**src/rtl/xlb_pkg.sv**
```systemverilog
`default_nettype none
package xlb_pkg;

  // Word geometry.
  localparam int TOP_BIT = 60;
  localparam int W       = TOP_BIT + 1;
  localparam int KW      = 62;
  localparam int SW      = 6;

  // Request codes.
  localparam logic [1:0] REQ_INSERT = 2'd0;
  localparam logic [1:0] REQ_QUERY  = 2'd1;
  localparam logic [1:0] REQ_CLEAR  = 2'd2;

  // Input beat.
  typedef struct packed {
    logic [1:0]    req_type;
    logic [W-1:0]  value;
    logic [KW-1:0] kth_index;
  } xlb_in_t;

  // Result beat.
  typedef struct packed {
    logic          inserted;
    logic          representable;
    logic [W-1:0]  max_xor;
    logic [W-1:0]  min_xor;
    logic [W-1:0]  smallest_row;
    logic          smallest_valid;
    logic [W-1:0]  kth_value;
    logic          kth_valid;
    logic [W-1:0]  rank_of_value;
    logic [SW-1:0] basis_size;
    logic          zero_reachable;
  } xlb_out_t;

  // Token handed from one row cell to the next one down.
  typedef struct packed {
    logic          vld;
    logic          found;
    logic [W-1:0]  word;
    logic [W-1:0]  mx;
    logic [W-1:0]  mn;
    logic [W-1:0]  sm;
    logic          smv;
    logic [KW-1:0] kk;
    logic [W-1:0]  acc;
    logic [W-1:0]  rank;
  } xlb_carry_t;

  // Broadcast update to all row cells.
  typedef struct packed {
    logic         clr;
    logic         commit;
    logic [W-1:0] word;
    logic [W-1:0] pv;
  } xlb_cmd_t;

endpackage
`default_nettype wire

```
**src/rtl/xlb_cell.sv**
```systemverilog
`default_nettype none
module xlb_cell import xlb_pkg::*; #(
  parameter int IDX = 0
) (
  input  wire        clk,
  input  wire        rst_n,
  input  xlb_carry_t tok_i,
  input  xlb_cmd_t   cmd,
  output xlb_carry_t tok_o,
  output logic       claim_o
);

  logic [W-1:0] row_r, row_nxt;
  logic         pre_r, pre_nxt;
  logic         claim_r, claim_nxt;
  xlb_carry_t   tok_r, tok_nxt;
  logic         nz;
  logic         b;

  // Work on the passing token with this row.
  always_comb begin
    nz      = |row_r;
    b       = tok_i.word[IDX];
    tok_nxt = tok_i;
    tok_nxt.found = tok_i.found | (b & ~nz);
    if (nz) begin
      if (b) begin
        tok_nxt.word = tok_i.word ^ row_r;
      end
      if (!tok_i.mx[IDX]) begin
        tok_nxt.mx = tok_i.mx ^ row_r;
      end
      if (tok_i.mn[IDX]) begin
        tok_nxt.mn = tok_i.mn ^ row_r;
      end
      tok_nxt.sm  = row_r;
      tok_nxt.smv = 1'b1;
      if (tok_i.kk[KW-1]) begin
        tok_nxt.acc = tok_i.acc ^ row_r;
      end
      tok_nxt.kk   = {tok_i.kk[KW-2:0], 1'b0};
      tok_nxt.rank = {tok_i.rank[W-2:0], b};
    end
  end

  // Remember whether this row sits above the new pivot, or is the new pivot.
  always_comb begin
    pre_nxt   = pre_r;
    claim_nxt = claim_r;
    if (tok_i.vld) begin
      pre_nxt   = ~tok_i.found;
      claim_nxt = ~tok_i.found & b & ~nz;
    end
  end

  // Row update on clear or on a committed insert.
  always_comb begin
    priority if (cmd.clr) begin
      row_nxt = '0;
    end else if (cmd.commit && claim_r) begin
      row_nxt = cmd.word;
    end else if (cmd.commit && pre_r && (|(row_r & cmd.pv))) begin
      row_nxt = row_r ^ cmd.word;
    end else begin
      row_nxt = row_r;
    end
  end

  always_ff @(posedge clk) begin
    if (!rst_n) begin
      row_r   <= '0;
      pre_r   <= 1'b0;
      claim_r <= 1'b0;
      tok_r   <= '0;
    end else begin
      row_r   <= row_nxt;
      pre_r   <= pre_nxt;
      claim_r <= claim_nxt;
      tok_r   <= tok_nxt;
    end
  end

  assign tok_o   = tok_r;
  assign claim_o = claim_r;

endmodule
`default_nettype wire

```
**config.mk**
```make
export PLATFORM = sky130hd
export DESIGN_NAME = xlb_cell
export DESIGN_NICKNAME = d
export VERILOG_FILES = /design/src/rtl/xlb_pkg.sv /design/src/rtl/xlb_cell.sv
export SDC_FILE = /design/constraint.sdc
export NUM_CORES = 1
export LEC_CHECK = 0
export BUFFER_PORTS_ARGS = -buffer_cell sky130_fd_sc_hd__buf_2
export CAP_MARGIN = 20
export CORE_AREA = 2 2 382 384
export CTS_CLUSTER_DIAMETER = 30
export DETAILED_ROUTE_END_ITERATION = 10
export DIE_AREA = 0 0 384 386
export HOLD_SLACK_MARGIN = 0.05
export PLACE_DENSITY = 0.33
export SYNTH_ARGS = -nofsm -noshare
export SYNTH_HDL_FRONTEND = slang
export SYNTH_SLANG_ARGS = --single-unit
```
**constraint.sdc**
```tcl
create_clock -name clk -period 2.7 [get_ports clk]
set_input_delay 0.135 -clock clk [delete_from_list [all_inputs] [get_ports clk]]
set_output_delay 0.135 -clock clk [all_outputs]
set_load 0.05 [all_outputs]
```
==> impl_metrics.env <==
export IMPL_status="finished clean"
export IMPL_power_mw=51.94
export IMPL_avgRoutedWirePerCell_um=21.41
export IMPL_fillers=15650
export IMPL_dieArea_mm2=0.1482
export IMPL_cpPeakStageDelay_ps=670
export IMPL_wirelength_mm=135.9
export IMPL_final_cells=6349
export IMPL_hp_class="primary input to register"
export IMPL_gr_total_overflow=0
export IMPL_p_per_area_mw_per_mm2=1241
export IMPL_worst_endpoint_arrival_ps=3230
export IMPL_clock_skew_ps=57.61
export IMPL_io_buffers=988
export IMPL_critPathTopFamily="simple AND/OR/NAND/NOR gates"
export IMPL_fin_ws_ps=113.8
export IMPL_grt_max_degree=197
export IMPL_core_area_mm2=0.1445
export IMPL_finalInstanceArea_mm2=0.04186
export IMPL_ios=989
export IMPL_die_h_um=386
export IMPL_crit_path_cell_trace="a22o_1 > a221oi_1 > nand4_1 > or4_4 > buf_12 > mux2_4"
export IMPL_insertion_delay_ps=780
export IMPL_slowest_stage="or4_4"
export IMPL_hold_ws_ps=121.8
export IMPL_ys_warn_count=0
export IMPL_track_usage=0.1763
export IMPL_fin_nets=4809
export IMPL_relSlewSlack=0.2657
export IMPL_clock_fmax_mhz=386.7
export IMPL_synth_area_mm2=0.02227
export IMPL_drt_iter0_drc=1025
export IMPL_hold_viol=0
export IMPL_drc=0
export IMPL_hpwlAfterDp_mm=101.5
export IMPL_drive_gt1_frac=0.3368
export IMPL_p_leak_nw=18.27
export IMPL_tns_ps=0
export IMPL_worst_slew_pin_slew_ps=1101
export IMPL_grt_pass1_vias=25310
export IMPL_worst_path_buf_inv=1
export IMPL_synthesis_nets=3191
export IMPL_worstSetupPathType="register to register"
export IMPL_first_pass_iters=5
export IMPL_vias_per_cell=3.877
export IMPL_via_count=24620
export IMPL_fin_crit_ps=2586
export IMPL_start_util=0.1541
export IMPL_syn_to_final_growth_pct=88.00
export IMPL_fp_dieW_um=384
export IMPL_timing_critical_path_from="row_r[51]"
export IMPL_cts_htree_levels=4
export IMPL_clock_root_buffer="clkbuf_16"
export IMPL_hold_start="tok_i[183]"
export IMPL_grt_setup_unrepaired="false"
export IMPL_setup_viol=0
export IMPL_fin_util=0.2897
export IMPL_pre_cts_ws_ps=-430.4
export IMPL_gp_congestion=0.8193
export IMPL_cts_made_buffers=185
export IMPL_worst_setup_path_end_kind="register"
export IMPL_ys_seq_area_frac=0.4441
export IMPL_cts_tree="done"
export IMPL_num_rows=140
export IMPL_synth_seq_cells=494
export IMPL_drv_cap=0
export IMPL_cts_clk_slew_worst_paths_ps=40
export IMPL_cp_max_fo=31
export IMPL_clkSinkCount=494
export IMPL_synth_cells=2634
export IMPL_cp_start_kind="register"
export IMPL_place_inst=5419
export IMPL_fin_crit_sh=0.9578
export IMPL_clock_path_buffers=3
export IMPL_antenna_found_initial=68
export IMPL_placed_area_mm2=0.02983
export IMPL_max_vdd_ir_drop_v=0.001603
export IMPL_r2r_start="row_r[51]"
export IMPL_antenna_left=0
export IMPL_grt_pass1_wl_mm=185.6
export IMPL_drv_slew=0
export IMPL_syn_area_per_cell_um2=8.454
export IMPL_yosysUniqueCellTypes=35
export IMPL_worstPathRequired_ps=3340
## cell type report
cell class | instances | area (µm²) | area share
timing repair buffer | 1677 | 11880 | 0.2837
multi-input combinational | 1894 | 11320 | 0.2704
sequential | 494 | 9898 | 0.2364
clock buffer | 275 | 5493 | 0.1312
tap | 1917 | 2399 | 0.05730
clock inverter | 60 | 797.0 | 0.01904
antenna | 32 | 80.08 | 0.001913
## cell usage in the layout, fill, tap and decap left out, types with 2 or more instances in the layout
cell | netlist | final
clkbuf_16 | 0 | 189
buf_4 | 4 | 103
mux2_4 | 60 | 60
and3b_1 | 2 | 2
xnor2_1 | 241 | 241
clkinv_8 | 0 | 2
nand2b_1 | 62 | 61
dfxtp_1 | 494 | 491
nor2b_1 | 62 | 62
a31oi_1 | 61 | 61
nor2_1 | 184 | 184
clkbuf_1 | 169 | 42
clkinv_2 | 0 | 37
dlygate4sd3_1 | 0 | 563
bufinv_16 | 0 | 12
dfxtp_4 | 0 | 2
buf_2 | 50 | 983
diode_2 | 0 | 32
nand3_1 | 61 | 61
inv_16 | 0 | 3
a22o_1 | 14 | 14
a21boi_1 | 120 | 120
a221oi_1 | 12 | 10
nand2_1 | 488 | 487
and2_1 | 243 | 242
a21boi_0 | 3 | 3
or4_4 | 0 | 2
nor4_1 | 74 | 74
clkinv_16 | 0 | 5
buf_12 | 0 | 26
a221oi_2 | 2 | 3
clkbuf_8 | 0 | 44
a21oi_1 | 184 | 184
o21a_1 | 2 | 2
nand4_1 | 8 | 8
## synth_stat cells
library cell	number	share of area
a22o_1	14	0.0055
nor2b_1	62	0.017
o21a_1	2	0.00067
nand2b_1	62	0.017
nor4_2	1	0.00056
nand2_1	488	0.082
a22oi_1	1	0.00034
nor4_1	74	0.021
mux2_4	60	0.040
and3_1	1	0.00028
a221oi_2	2	0.0013
mux2_2	1	0.00051
nor3_1	1	0.00022
clkbuf_1	169	0.028
buf_1	9	0.0015
nand3_1	61	0.014
a21boi_0	3	0.0010
dfxtp_1	494	0.44
buf_2	50	0.011
a31oi_1	61	0.017
a221oi_1	12	0.0047
and2_1	243	0.068
nand4_1	8	0.0022
buf_4	4	0.0013
nor2_1	184	0.031
a21oi_1	184	0.041
nand4b_1	1	0.00039
a21boi_1	120	0.040
nor4_4	1	0.00096
xnor2_1	241	0.095
and3b_1	2	0.00079
a222oi_1	1	0.00045
o211a_1	1	0.00045
or4_1	2	0.00067
buf_6	14	0.0071
## final timing paths
path	end	slack [ps]	cells past startpoint
worst max-delay path	row_r[45]	110	6
worst min-delay path	tok_o[87]	120	5
worst max register to register	row_r[45]	110	6
worst min register to register	claim_o	590	2
## power by group
group          internal (mW)  switching (mW)
sequential              8.77           0.431
clock                   15.0            6.00
combinational           7.21            14.6
total                   30.9            21.0
## layer usage
layer / GRT usage / vias to the layer above / routed length (µm)
met5: 0 / - / 366
met4: 0.05410 / 58 / 3483
met3: 0.05873 / 249 / 9254
met2: 0.3048 / 842 / 66370
met1: 0.2046 / 11530 / 56470
li1: - / 11940 / -
## kinds of logic after synthesis
kind of cell / count (synthesis) / share of synthesized area
flops: 494 / 0.4441
mux: 61 / 0.04096
compound gates: 401 / 0.1134
xor+xnor: 241 / 0.09479
buf+inv: 246 / 0.04967
simple gates: 1191 / 0.2570
## state kept, by name, indices dropped and copies added (netlist names)
| register | count |
|---|---|
| pre_r | 1 |
| claim_o | 1 |
| row_r | 61 |
| tok_o | 431 |
## what timing repair did
action / in CTS / in global routing
setup buffers: 0 / 0
pin swaps: 2 / 2
endpoints found under the hold margin: 493 / 0
hold buffers: 563 / 0
resized for setup: 2 / 2
setup endpoints to repair: 61 / 21
## tightest hold or removal path, cell delays in order
cell and delay, ps:
buf_4 210, buf_4 200, nand2_1 80, xnor2_1 60
and2_1 160
Note: power is estimated with default switching activity, not from simulation.
